## src/hw/rtl/ptzfb_pkg.sv

```systemverilog
package ptzfb_pkg;

    localparam int FRAME_BYTES = 11;
    localparam int QUEUE_DEPTH = 2;

    localparam logic [3:0] PELCO_LAST_POS = 4'd6;
    localparam logic [3:0] DRX_LAST_POS   = 4'd10;

    localparam logic       PROTO_DRX   = 1'b0;
    localparam logic       PROTO_PELCO = 1'b1;

    localparam logic       REG_PROTOCOL = 1'b0;
    localparam logic       REG_ADDRESS  = 1'b1;

    localparam logic [7:0] PELCO_SYNC   = 8'hFF;
    localparam logic [7:0] DRX_HEAD     = 8'h55;
    localparam logic [7:0] DRX_TAIL     = 8'hAA;
    localparam logic [7:0] DRX_CKS_BASE = 8'h20;
    localparam logic [7:0] PELCO_SPEED  = 8'h1B;
    localparam logic [7:0] DRX_PAN_SPD  = 8'hB0;
    localparam logic [7:0] DRX_TILT_SPD = 8'hBF;
    localparam logic [7:0] DRX_ZOOM_SPD = 8'h05;
    localparam logic [7:0] ROUND_PRESET = 8'h63;

    typedef enum logic [4:0] {
        CMD_STOP         = 5'd0,
        CMD_PAN_RIGHT    = 5'd1,
        CMD_PAN_LEFT     = 5'd2,
        CMD_TILT_UP      = 5'd3,
        CMD_TILT_DOWN    = 5'd4,
        CMD_ZOOM_IN      = 5'd5,
        CMD_ZOOM_OUT     = 5'd6,
        CMD_FOCUS_OUT    = 5'd7,
        CMD_FOCUS_IN     = 5'd8,
        CMD_ROUND        = 5'd9,
        CMD_RIGHT_UP     = 5'd10,
        CMD_RIGHT_DOWN   = 5'd11,
        CMD_LEFT_UP      = 5'd12,
        CMD_LEFT_DOWN    = 5'd13,
        CMD_LIGHT_ON     = 5'd14,
        CMD_LIGHT_OFF    = 5'd15,
        CMD_RAIN_ON      = 5'd16,
        CMD_RAIN_OFF     = 5'd17,
        CMD_APERTURE_OUT = 5'd18,
        CMD_APERTURE_IN  = 5'd19,
        CMD_PRESET_SET   = 5'd20,
        CMD_PRESET_GOTO  = 5'd21
    } cmd_t;

    typedef struct packed {
        logic                            pelco;
        logic [FRAME_BYTES-1:0][7:0]     frame;
    } frame_desc_t;

endpackage

```

## src/hw/rtl/ptzfb_front.sv

```systemverilog
module ptzfb_front (
    input  logic                  clk,
    input  logic                  rst_n,
    input  logic                  in_valid,
    output logic                  in_ready,
    input  logic [4:0]            command_code,
    input  logic [7:0]            preset_number,
    input  logic                  protocol,
    input  logic [7:0]            address,
    output logic                  desc_valid,
    input  logic                  desc_ready,
    output ptzfb_pkg::frame_desc_t desc
);
    import ptzfb_pkg::*;

    logic        valid_reg;
    logic        valid_next;
    frame_desc_t desc_reg;
    frame_desc_t desc_next;
    logic        take;

    assign in_ready   = !valid_reg || desc_ready;
    assign take       = in_valid && in_ready;
    assign desc_valid = valid_reg;
    assign desc       = desc_reg;

    // Pelco-D and DRX-500 payloads come from separate decoders; bytes that a
    // command does not set stay zero, which also covers unlisted codes.
    always_comb
    begin
        desc_next       = '0;
        desc_next.pelco = protocol;
        if (protocol == PROTO_PELCO)
        begin
            desc_next.frame[0] = PELCO_SYNC;
            desc_next.frame[1] = address;
            unique case (cmd_t'(command_code))
                CMD_PAN_RIGHT:
                begin
                    desc_next.frame[3] = 8'h02;
                    desc_next.frame[4] = PELCO_SPEED;
                end
                CMD_PAN_LEFT:
                begin
                    desc_next.frame[3] = 8'h04;
                    desc_next.frame[4] = PELCO_SPEED;
                end
                CMD_TILT_UP:
                begin
                    desc_next.frame[3] = 8'h08;
                    desc_next.frame[5] = PELCO_SPEED;
                end
                CMD_TILT_DOWN:
                begin
                    desc_next.frame[3] = 8'h10;
                    desc_next.frame[5] = PELCO_SPEED;
                end
                CMD_ZOOM_IN:      desc_next.frame[3] = 8'h20;
                CMD_ZOOM_OUT:     desc_next.frame[3] = 8'h40;
                CMD_FOCUS_OUT:    desc_next.frame[3] = 8'h80;
                CMD_FOCUS_IN:     desc_next.frame[2] = 8'h01;
                CMD_ROUND:
                begin
                    desc_next.frame[3] = 8'h07;
                    desc_next.frame[5] = ROUND_PRESET;
                end
                CMD_RIGHT_UP:
                begin
                    desc_next.frame[3] = 8'h0A;
                    desc_next.frame[4] = PELCO_SPEED;
                    desc_next.frame[5] = PELCO_SPEED;
                end
                CMD_RIGHT_DOWN:
                begin
                    desc_next.frame[3] = 8'h12;
                    desc_next.frame[4] = PELCO_SPEED;
                    desc_next.frame[5] = PELCO_SPEED;
                end
                CMD_LEFT_UP:
                begin
                    desc_next.frame[3] = 8'h0C;
                    desc_next.frame[4] = PELCO_SPEED;
                    desc_next.frame[5] = PELCO_SPEED;
                end
                CMD_LEFT_DOWN:
                begin
                    desc_next.frame[3] = 8'h14;
                    desc_next.frame[4] = PELCO_SPEED;
                    desc_next.frame[5] = PELCO_SPEED;
                end
                CMD_LIGHT_ON:
                begin
                    desc_next.frame[3] = 8'h09;
                    desc_next.frame[5] = 8'h02;
                end
                CMD_LIGHT_OFF:
                begin
                    desc_next.frame[3] = 8'h0B;
                    desc_next.frame[5] = 8'h02;
                end
                CMD_RAIN_ON:
                begin
                    desc_next.frame[3] = 8'h09;
                    desc_next.frame[5] = 8'h01;
                end
                CMD_RAIN_OFF:
                begin
                    desc_next.frame[3] = 8'h0B;
                    desc_next.frame[5] = 8'h01;
                end
                CMD_APERTURE_OUT: desc_next.frame[2] = 8'h04;
                CMD_APERTURE_IN:  desc_next.frame[2] = 8'h02;
                CMD_PRESET_SET:
                begin
                    desc_next.frame[3] = 8'h03;
                    desc_next.frame[5] = preset_number;
                end
                CMD_PRESET_GOTO:
                begin
                    desc_next.frame[3] = 8'h07;
                    desc_next.frame[5] = preset_number;
                end
                default: ;
            endcase
        end
        else
        begin
            desc_next.frame[0] = DRX_HEAD;
            desc_next.frame[2] = address;
            desc_next.frame[9] = DRX_TAIL;
            unique case (cmd_t'(command_code))
                CMD_PAN_RIGHT:
                begin
                    desc_next.frame[4] = 8'h02;
                    desc_next.frame[5] = DRX_PAN_SPD;
                end
                CMD_PAN_LEFT:
                begin
                    desc_next.frame[4] = 8'h04;
                    desc_next.frame[5] = DRX_PAN_SPD;
                end
                CMD_TILT_UP:
                begin
                    desc_next.frame[4] = 8'h08;
                    desc_next.frame[6] = DRX_TILT_SPD;
                end
                CMD_TILT_DOWN:
                begin
                    desc_next.frame[4] = 8'h10;
                    desc_next.frame[6] = DRX_TILT_SPD;
                end
                CMD_ZOOM_IN:
                begin
                    desc_next.frame[4] = 8'h20;
                    desc_next.frame[7] = DRX_ZOOM_SPD;
                end
                CMD_ZOOM_OUT:
                begin
                    desc_next.frame[4] = 8'h40;
                    desc_next.frame[7] = DRX_ZOOM_SPD;
                end
                CMD_FOCUS_OUT:
                begin
                    desc_next.frame[3] = 8'h01;
                    desc_next.frame[7] = DRX_ZOOM_SPD;
                end
                CMD_FOCUS_IN:
                begin
                    desc_next.frame[3] = 8'h02;
                    desc_next.frame[7] = DRX_ZOOM_SPD;
                end
                default: ;
            endcase
        end
    end

    always_comb
    begin
        valid_next = valid_reg;
        if (take)
        begin
            valid_next = 1'b1;
        end
        else if (desc_ready)
        begin
            valid_next = 1'b0;
        end
    end

    always_ff @(posedge clk or negedge rst_n)
    begin
        if (!rst_n)
        begin
            valid_reg <= 1'b0;
        end
        else
        begin
            valid_reg <= valid_next;
        end
    end

    always_ff @(posedge clk)
    begin
        if (take)
        begin
            desc_reg <= desc_next;
        end
    end

endmodule

```

## src/hw/rtl/ptzfb_queue.sv

```systemverilog
module ptzfb_queue (
    input  logic                  clk,
    input  logic                  rst_n,
    input  logic                  wr_valid,
    output logic                  wr_ready,
    input  ptzfb_pkg::frame_desc_t wr_desc,
    output logic                  rd_valid,
    input  logic                  rd_ready,
    output ptzfb_pkg::frame_desc_t rd_desc
);
    import ptzfb_pkg::*;

    localparam int PTR_W = $clog2(QUEUE_DEPTH);
    localparam int CNT_W = $clog2(QUEUE_DEPTH + 1);

    frame_desc_t         entry_reg [QUEUE_DEPTH];
    logic [PTR_W-1:0]    wr_ptr_reg;
    logic [PTR_W-1:0]    wr_ptr_next;
    logic [PTR_W-1:0]    rd_ptr_reg;
    logic [PTR_W-1:0]    rd_ptr_next;
    logic [CNT_W-1:0]    count_reg;
    logic [CNT_W-1:0]    count_next;
    logic                push;
    logic                pop;

    assign wr_ready = (count_reg != CNT_W'(QUEUE_DEPTH));
    assign rd_valid = (count_reg != '0);
    assign rd_desc  = entry_reg[rd_ptr_reg];
    assign push     = wr_valid && wr_ready;
    assign pop      = rd_valid && rd_ready;

    always_comb
    begin
        wr_ptr_next = wr_ptr_reg;
        rd_ptr_next = rd_ptr_reg;
        count_next  = count_reg;
        if (push)
        begin
            wr_ptr_next = (wr_ptr_reg == PTR_W'(QUEUE_DEPTH - 1)) ? '0 : wr_ptr_reg + 1'b1;
        end
        if (pop)
        begin
            rd_ptr_next = (rd_ptr_reg == PTR_W'(QUEUE_DEPTH - 1)) ? '0 : rd_ptr_reg + 1'b1;
        end
        if (push && !pop)
        begin
            count_next = count_reg + 1'b1;
        end
        else if (pop && !push)
        begin
            count_next = count_reg - 1'b1;
        end
    end

    always_ff @(posedge clk or negedge rst_n)
    begin
        if (!rst_n)
        begin
            wr_ptr_reg <= '0;
            rd_ptr_reg <= '0;
            count_reg  <= '0;
        end
        else
        begin
            wr_ptr_reg <= wr_ptr_next;
            rd_ptr_reg <= rd_ptr_next;
            count_reg  <= count_next;
        end
    end

    always_ff @(posedge clk)
    begin
        if (push)
        begin
            entry_reg[wr_ptr_reg] <= wr_desc;
        end
    end

`ifndef SYNTHESIS
    a_count_bound: assert property (@(posedge clk) disable iff (!rst_n)
        count_reg <= CNT_W'(QUEUE_DEPTH))
        else $error("Queue count exceeds its depth.");

    a_count_track: assert property (@(posedge clk) disable iff (!rst_n)
        (push && !pop) |=> (count_reg == $past(count_reg) + 1'b1))
        else $error("Queue count did not follow a push.");

    a_ptr_gap: assert property (@(posedge clk) disable iff (!rst_n)
        (count_reg == '0) |-> (wr_ptr_reg == rd_ptr_reg))
        else $error("Empty queue has unequal pointers.");
`endif

endmodule

```

## src/hw/rtl/ptzfb_back.sv

```systemverilog
module ptzfb_back (
    input  logic                  clk,
    input  logic                  rst_n,
    input  logic                  desc_valid,
    output logic                  desc_ready,
    input  ptzfb_pkg::frame_desc_t desc,
    output logic                  out_valid,
    input  logic                  out_ready,
    output logic [7:0]            frame_byte,
    output logic [3:0]            byte_position,
    output logic                  last_byte
);
    import ptzfb_pkg::*;

    frame_desc_t desc_reg;
    logic        busy_reg;
    logic        busy_next;
    logic [3:0]  pos_reg;
    logic [3:0]  pos_next;
    logic [7:0]  acc_reg;
    logic [7:0]  acc_next;
    logic        out_valid_reg;
    logic        out_valid_next;
    logic [7:0]  byte_reg;
    logic [3:0]  position_reg;
    logic        last_reg;
    logic        advance;
    logic        at_last;
    logic        load;
    logic [7:0]  checksum;
    logic [7:0]  byte_sel;

    assign advance    = !out_valid_reg || out_ready;
    assign at_last    = (pos_reg == (desc_reg.pelco ? PELCO_LAST_POS : DRX_LAST_POS));
    assign desc_ready = advance && (!busy_reg || at_last);
    assign load       = desc_ready && desc_valid;

    // The running sum covers every byte before the checksum. Pelco-D leaves
    // out the sync byte, so 0xFF is taken back off by adding one.
    assign checksum = desc_reg.pelco ? acc_reg + 8'd1 : DRX_CKS_BASE - acc_reg;
    assign byte_sel = at_last ? checksum : desc_reg.frame[pos_reg];

    always_comb
    begin
        busy_next      = busy_reg;
        pos_next       = pos_reg;
        acc_next       = acc_reg;
        out_valid_next = out_valid_reg;
        if (advance)
        begin
            out_valid_next = busy_reg;
            if (busy_reg)
            begin
                pos_next = pos_reg + 4'd1;
                acc_next = acc_reg + byte_sel;
                if (at_last)
                begin
                    busy_next = 1'b0;
                end
            end
        end
        if (load)
        begin
            busy_next = 1'b1;
            pos_next  = '0;
            acc_next  = '0;
        end
    end

    always_ff @(posedge clk or negedge rst_n)
    begin
        if (!rst_n)
        begin
            busy_reg      <= 1'b0;
            pos_reg       <= '0;
            out_valid_reg <= 1'b0;
        end
        else
        begin
            busy_reg      <= busy_next;
            pos_reg       <= pos_next;
            out_valid_reg <= out_valid_next;
        end
    end

    always_ff @(posedge clk)
    begin
        acc_reg <= acc_next;
        if (load)
        begin
            desc_reg <= desc;
        end
        if (advance && busy_reg)
        begin
            byte_reg     <= byte_sel;
            position_reg <= pos_reg;
            last_reg     <= at_last;
        end
    end

    assign out_valid     = out_valid_reg;
    assign frame_byte    = byte_reg;
    assign byte_position = position_reg;
    assign last_byte     = last_reg;

`ifndef SYNTHESIS
    a_last_pos: assert property (@(posedge clk) disable iff (!rst_n)
        (out_valid && last_byte) |-> (byte_position == PELCO_LAST_POS ||
                                      byte_position == DRX_LAST_POS))
        else $error("Frame ends at a position that no protocol uses.");

    a_next_pos: assert property (@(posedge clk) disable iff (!rst_n)
        (out_valid && out_ready && !last_byte) |=>
            (out_valid && byte_position == $past(byte_position) + 4'd1))
        else $error("Frame bytes are not contiguous.");

    a_first_byte: assert property (@(posedge clk) disable iff (!rst_n)
        (out_valid && byte_position == 4'd0) |->
            (frame_byte == PELCO_SYNC || frame_byte == DRX_HEAD))
        else $error("Frame does not start with a header byte.");

    a_pos_range: assert property (@(posedge clk) disable iff (!rst_n)
        busy_reg |-> (pos_reg <= DRX_LAST_POS))
        else $error("Byte counter ran past the frame.");
`endif

endmodule

```

## src/hw/rtl/ptz_command_frame_builder.sv

```systemverilog
// Channel  Handshake               Payload
// in       in_valid / in_ready     command_code[4:0], preset_number[7:0]
// cfg      cfg_valid / cfg_ready   cfg_index[0], cfg_data[7:0]
// out      out_valid / out_ready   frame_byte[7:0], byte_position[3:0], last_byte
//
// A transaction gives 7 Pelco-D or 11 DRX-500 bytes, one byte per cycle if out_ready is high.
// The output byte counter sets the sustained rate; frames follow without a gap.
// From idle, a command goes through the front register, a queue entry and the output registers.
// Reset selects Pelco-D with camera address 1; cfg_ready is always high.
// A two-entry queue and a front register let input transactions proceed while out_ready is low.
module ptz_command_frame_builder (
    input  logic       clk,
    input  logic       rst_n,
    input  logic       in_valid,
    output logic       in_ready,
    input  logic [4:0] command_code,
    input  logic [7:0] preset_number,
    input  logic       cfg_valid,
    output logic       cfg_ready,
    input  logic       cfg_index,
    input  logic [7:0] cfg_data,
    output logic       out_valid,
    input  logic       out_ready,
    output logic [7:0] frame_byte,
    output logic [3:0] byte_position,
    output logic       last_byte
);
    import ptzfb_pkg::*;

    logic        protocol_reg;
    logic        protocol_next;
    logic [7:0]  address_reg;
    logic [7:0]  address_next;
    logic        front_valid;
    logic        front_ready;
    frame_desc_t front_desc;
    logic        queue_valid;
    logic        queue_ready;
    frame_desc_t queue_desc;

    assign cfg_ready = 1'b1;

    always_comb
    begin
        protocol_next = protocol_reg;
        address_next  = address_reg;
        if (cfg_valid && cfg_ready)
        begin
            unique case (cfg_index)
                REG_PROTOCOL: protocol_next = cfg_data[0];
                REG_ADDRESS:  address_next  = cfg_data;
                default: ;
            endcase
        end
    end

    always_ff @(posedge clk or negedge rst_n)
    begin
        if (!rst_n)
        begin
            protocol_reg <= PROTO_PELCO;
            address_reg  <= 8'd1;
        end
        else
        begin
            protocol_reg <= protocol_next;
            address_reg  <= address_next;
        end
    end

    ptzfb_front u_front (
        .clk           (clk),
        .rst_n         (rst_n),
        .in_valid      (in_valid),
        .in_ready      (in_ready),
        .command_code  (command_code),
        .preset_number (preset_number),
        .protocol      (protocol_reg),
        .address       (address_reg),
        .desc_valid    (front_valid),
        .desc_ready    (front_ready),
        .desc          (front_desc)
    );

    ptzfb_queue u_queue (
        .clk      (clk),
        .rst_n    (rst_n),
        .wr_valid (front_valid),
        .wr_ready (front_ready),
        .wr_desc  (front_desc),
        .rd_valid (queue_valid),
        .rd_ready (queue_ready),
        .rd_desc  (queue_desc)
    );

    ptzfb_back u_back (
        .clk           (clk),
        .rst_n         (rst_n),
        .desc_valid    (queue_valid),
        .desc_ready    (queue_ready),
        .desc          (queue_desc),
        .out_valid     (out_valid),
        .out_ready     (out_ready),
        .frame_byte    (frame_byte),
        .byte_position (byte_position),
        .last_byte     (last_byte)
    );

endmodule
```

## config.mk

```make
export PLATFORM = sky130hd
export DESIGN_NAME = ptz_command_frame_builder
export DESIGN_NICKNAME = d
export VERILOG_FILES = /design/src/hw/rtl/ptzfb_pkg.sv /design/src/hw/rtl/ptzfb_front.sv /design/src/hw/rtl/ptzfb_queue.sv /design/src/hw/rtl/ptzfb_back.sv /design/src/hw/rtl/ptz_command_frame_builder.sv
export SDC_FILE = /design/constraint.sdc
export NUM_CORES = 1
export LEC_CHECK = 0
export ABC_CLOCK_PERIOD_IN_PS = 6300
export BUFFER_PORTS_ARGS = -buffer_cell sky130_fd_sc_hd__buf_2
export CAP_MARGIN = 20
export CORE_ASPECT_RATIO = 0.8
export CORE_UTILIZATION = 43
export DETAILED_ROUTE_END_ITERATION = 10
export MAX_ROUTING_LAYER = met4
export SLEW_MARGIN = 30
export SYNTH_ARGS = -nofsm -noshare
export SYNTH_HDL_FRONTEND = slang
export SYNTH_SLANG_ARGS = --single-unit
export TNS_END_PERCENT = 20
```

## constraint.sdc

```tcl
create_clock -name clk -period 6.3 [get_ports clk]
set_input_delay 0 -clock clk [delete_from_list [all_inputs] [get_ports clk]]
set_output_delay 0 -clock clk [all_outputs]
set_load 0.005 [all_outputs]
```

# After elaboration in Yosys (flattened, before gate mapping)
# Memories as Yosys holds them, arrays and structs flattened. A register that Yosys moved wholly into a read port is not among the register bits.
# Cells that the tools add are included.
# classes
bitwise	1
n_reduce_logical	35
n_eq_ne	23
n_mux	32
addsub	8
n_lt_le_gt_ge	1
# op_table
operator	n
$pmux 8 s15	1
$mux 8	7
$pmux 7 s6	1
$eq 5x4->1 const B	8
$pmux 8 s5	1
$bmux 8 s4	1
$mux 32	1
$eq 5x5->1 const B	6
$eq 5x3->1 const B	4
$mux 4	4
$reduce_or 2->1	8
$reduce_or 6->1	2
$eq 5x2->1 const B	2
$mux 1	10
$reduce_bool 2->1	5
$pmux 3 s3	1
$add 8x1->8 const B	1
$add 8x8->8	1
$reduce_and 2->1	4
$sub 6x8->8 const A	1
$logic_and 1x1->1	7
$eq 5x1->1 const B	1
$logic_not 1->1	5
$lt 4x5->1 const B	1
other kinds (13)	17
# totals
register_bits	130
memories	1
ramBits	146
in_bits	27
# memory_table
memory	depth	word_bits	read_ports	rd_clocked_by_memory_dff	write_ports	line_no	text
u_queue.entry_reg	2	73	1	1	1	ptzfb_queue.sv:16	frame_desc_t entry_reg [QUEUE_DEPTH];

# Depth between registers and ports, before layout
# depth
ltp_word	8
ltp_mapped	15
ltp_nobuf	14

# Hierarchy
# A second synthesis with hierarchy kept.
# unflattened
hier_cells	882
area_unflattened_um2	14905.5
# modules_own_cells
module	seq_area_each_um2	area_each_um2	cells_per_inst	instances
ptzfb_queue	5445.2	7066.8	295	1
ptzfb_back	3373.2	4991.0	335	1
ptzfb_front	1316.3	2494.9	230	1
ptz_command_frame_builder	227.7	352.8	22	1

# Least setup slack after synthesis
# OpenSTA, ideal clock, no wires.
# synth_timing
path_type	register to register
startpoint	register u_back.pos_reg[0]
endpoint	register u_back.acc_reg[7]
setup_ns	0.072
path_slack_ns	3.191
period_less_slack_ns	3.109
t_arrival_ns	3.037
n_path_buf	2
path_stages_with_launch	15
cell_sequence	dfrtp_1 > buf_2 > inv_1 > ha_1 > o21ai_2 > clkbuf_1 > o221ai_1 > o21a_1 > ha_1 > a21oi_1 > o21ai_0 > a2111oi_0 > o21ai_0 > mux2i_1 > mux2i_1
# synth_via
elab_chain_cells	4
elab_cells_between_ends	8
# synth_lines
item	line_no	text
start: declaration	ptzfb_back.sv:18	logic [3:0] pos_reg;
start signal: assignment	ptzfb_back.sv:81	pos_reg <= pos_next;
$bmux 8 s4	ptzfb_back.sv:41	assign byte_sel = at_last ? checksum : desc_reg.frame[pos_reg];
$mux 8 (not written as such)	ptzfb_back.sv:41	
$mux 8 (*)	ptzfb_back.sv:41	
net u_back.byte_sel[1]	ptzfb_back.sv:31	logic [7:0] byte_sel;
$add 8x8->8 (*)	ptzfb_back.sv:55	acc_next = acc_reg + byte_sel;
end signal: assignment	ptzfb_back.sv:88	acc_reg <= acc_next;
end: declaration	ptzfb_back.sv:20	logic [7:0] acc_reg;
# The timed path passes the listed nets; every way through them passes the cells marked *. The select of a mux whose other input is x is not followed.
# A chain may end at the register's enable or synchronous reset.

# Final worst setup path
# layout_timing
startpoint	register u_back.pos_reg[0]
endpoint	register u_back.acc_reg[6]
# layout_via
elab_cells_between_ends	8
# layout_lines
item	line_no	text
$eq 4x4->1	ptzfb_back.sv:34	assign at_last = (pos_reg == (desc_reg.pelco ? PELCO_LAST_POS : DRX_LAST_POS));
net u_back.at_last	ptzfb_back.sv:28	logic at_last;
$mux 8	ptzfb_back.sv:41	
net u_back.byte_sel[0]	ptzfb_back.sv:31	
$add 8x8->8	ptzfb_back.sv:55	
# The timed path passes the listed nets, and every way through them passes these cells. The select of a mux whose other input is x is not followed.

==> impl_results.md <==
* Unrepaired setup endpoints after global routing: false
* R2R depth at 14
* Syn Area/Cell at about 14 um2
* CP endpoint kind: register
* CTS tree: yes
* Area growth syn-to-layout at 15.5%
* Main flop type after synthesis: edfxtp_1
* CTS clk-pin slew, worst paths at ~0.07 ns
* Clock power frac at 0.258
* Netlist Area Pre-Place at between 9000 and 10,000 um2
* Max Cap Violations at 0
* Worst setup path category: register to register
* Arrival time at the worst endpoint at ~4.2 ns
* Total Wirelength at between 15,000 and 20,000 um
* Status: finished, final reports clean
* Die Height at between 100 and 150 um
* Initial DRC Count at between 300 and 400
* Die W at approximately 160 um
* Drt pass-1 iters at 5
* Cts bufs inserted at 22
* Post-synth top area share at 0.616
* Max Slew Vio Count at 0
* Worst EP required at 6.67 ns
* Internal power at approximately 0.0034 W
* Avg Vias per Cell at between 5 and 6
* Sw Ratio at 0.308
* Critical R2R Launch: u_back.pos_reg[0]$_DFFE_PN0P_
* Largest net degree at the start of global routing at 54
* Detailed placement HPWL at ~11,000 um
* Row count at between 40 and 50
* Compound-Gate Fraction of Synth Area at 0.0735
* CTS H-tree lvls at 1
* R2r endpoint: u_back.acc_reg[6]$_SDFFE_PP0P_
* Number of diodes at 0
* Asr flop ratio synth at 0.0939
* Flop pwr share at 0.463
* Post-route cell area at 10,400 um2
* Critical path, cell by cell: inv_1 -> ha_1 -> o21ai_2 -> inv_1 -> nor2_1 -> a22oi_1 -> ha_1 -> fa_1 -> a21o_1 -> a21oi_1 -> o21bai_1 -> a21oi_1 -> xor2_1 -> o22ai_1
* Post-route minimum period at 3.87 ns
* Register area share after synthesis at 0.689
* Post-CTS sizing at 0
* Leakage at between 3 and 4 nW
* DRT antenna net count at 0
* Clk_lat worst skew at 0.51 ns
* Relative slew slack at 0.431
* Total power at slightly below 0.005 W
* Synth Area in Adders at 0.0189
* Full die area at approximately 22,000 um2
* Cell area power density at around 470 nW/um2
* DR vias at 5,113
* Routed len/inst at around 17 um
* Drc violations at 0
* Mux cell area share after synthesis at 0.0873
* Post-synthesis xor/xnor area fraction at 0.0204
* Most frequent cells in the layout: edfxtp_1, mux2_2, nand2_1
* Largest register FFs at between 80 and 90
* Area leader, netlist: edfxtp_1
* Tcrit/Tclk final at 0.615
* Nets at 740
* Worst Max-Slew Pin Slew at between 0.8 and 0.9 ns
* Max clock buf depth at 3
* Total track usage at 0.167
* Flops & latches, synth at 213
* I/O Buffers at roughly 40
* Placeable Area at 20,200 um2
* Gpl congestion at ~0.9
* Initial Utilization at 0.446
* Ports at 43
* Share of cells above drive strength 1 at 0.197
* IR drop worst, VDD at about 190 uV
* Critical path's largest stage delay at 0.90 ns
* Final Skew at approximately 0.013 ns
* Netlist cell types at 60
* Tightest Hold Check Type: input port to async pin
* Post-synthesis simple-gate area fraction at 0.0860
* CP Launch Point: u_back.pos_reg[0]$_DFFE_PN0P_
* Max FO, Critical Path at 23
* Commonest non-fill, non-tap cell in the layout: edfxtp_1
* GRT Residual Overflow at 0
* Logic pwr share at 0.279
* Post-synth EDFFs at 185
* Top post-synthesis cells by area: edfxtp_1, mux2_2, dfrtp_1
* Final Hold Viols at 0
* Syn nets at 680
* Critical path launch point type: register
* Initial antenna violation count at 0
* First-pass GRT wire length at 27,100 um
* Largest family of logic cells by synthesized area: multiplexers
* Post-DP Area at approximately 9500 um2
* Setup TNS Final at 0 ns
* Root Buffer: clkbuf_16
* Crit-path slowest cell: dfrtp_1
* Num Clock Sinks at about 210
* Fmax at around 260 MHz
* Setup slack, reg-to-reg at 2.43 ns
* Net switching power figure at around 0.0015 W
* Cells after Synth at 640
* # setup viols final at 0
* Synth Warn # at 0
* Vias in the first global route at around 5,000
==> layout make-up <==
cell class                      instances  area, um2
Clock buffer                           32        608
Clock inverter                          8        118
Fill cell                            1747       9790
Inverter                               24       92.6
Multi-Input combinational cell        373       2600
Sequential cell                       213       6220
Tap cell                              264        330
Timing Repair Buffer                   66        450
==> per-stage QoR <==
step	cells	hold WS [ns]	util	worst slack, ns
after floorplan	640	-0.296	-	3.19
after global placement	917	0.0134	0.468	2.57
after detailed placement	917	0.0263	0.468	2.47
after CTS	980	0.0217	0.516	2.43
after global routing	980	0.0627	0.516	1.95
final	980	0.0257	0.516	2.43
==> cells by family (layout without fill, tap and decap cells) <==
family	count (synthesis)	after routing
DFF	213	213
and+or+nand+nor	159	159
AOI/OAI and AO/OA	112	112
muxes	67	67
buffers and inverters	54	130
xor gates and xnor gates	21	21
adders and majority gates	13	13
other	1	1
==> worst max path at each step <==
stage,endpoint,slack (ns),depth (start not counted)
final,u_back.acc_reg[6]$_SDFFE_PP0P_,2.43,14
after global routing,u_back.acc_reg[7]$_SDFFE_PP0P_,1.95,13
after CTS,u_back.acc_reg[6]$_SDFFE_PP0P_,2.43,14
after detailed placement,u_back.acc_reg[6]$_SDFFE_PP0P_,2.47,14
after global placement,u_back.acc_reg[6]$_SDFFE_PP0P_,2.57,14
after floorplan,u_back.acc_reg[7]$_SDFFE_PP0P_,3.19,14
==> power groups by stage <==
stage | clock network [W] | logic, W | registers, W
2_1_floorplan | 0 | 0.00108 | 0.00220
3_3_place_gp | 0 | 0.00136 | 0.00231
3_5_place_dp | 0 | 0.00138 | 0.00232
4_1_cts | 0.00131 | 0.00140 | 0.00230
5_1_grt | 0.00136 | 0.00154 | 0.00234
6_report | 0.00128 | 0.00138 | 0.00229
==> worst max-delay path: cells and delay by family (launching register included) <==
| family | cells | cell delay, ns |
|---|---|---|
| xor gates and xnor gates | 1 | 0.15 |
| adders and majority gates | 3 | 0.95 |
| DFF | 1 | 0.90 |
| buffers and inverters | 2 | 0.43 |
| and+or+nand+nor | 1 | 0.18 |
| AOI/OAI and AO/OA | 7 | 1.11 |
==> synthesized netlist by cell type, types with 3 or more instances <==
master    instances
xor2_1            7
nor3_1            7
inv_1            22
or3_1             5
ha_1             12
dfxtp_1           8
o21ai_0          27
nor4_1            3
buf_1             3
xnor2_1          14
and2_1            8
nor2_1           40
nand2_1          52
dfrtp_1          18
nand2b_1         15
a21oi_1          42
nand3_1           7
a31oi_1           5
edfxtp_1        185
o31ai_1           3
mux2i_1          10
buf_2             3
mux2_2           53
o22ai_1          11
mux4_2            4
clkbuf_1         22
a21o_1            3
nor2b_1           9
==> what timing repair did <==
action,in CTS,in global routing
setup buffers,0,0
hold buffers,23,0
hold endpoints to repair,41,0
==> routing by layer <==
layer	wire, um	GRT usage	vias up
met5	0	-	-
met4	354	0.0442	0
met3	684	0.0265	29
met2	7730	0.251	129
met1	8240	0.236	2459
li1	-	-	2496
Power figures use the tool's default switching activity.
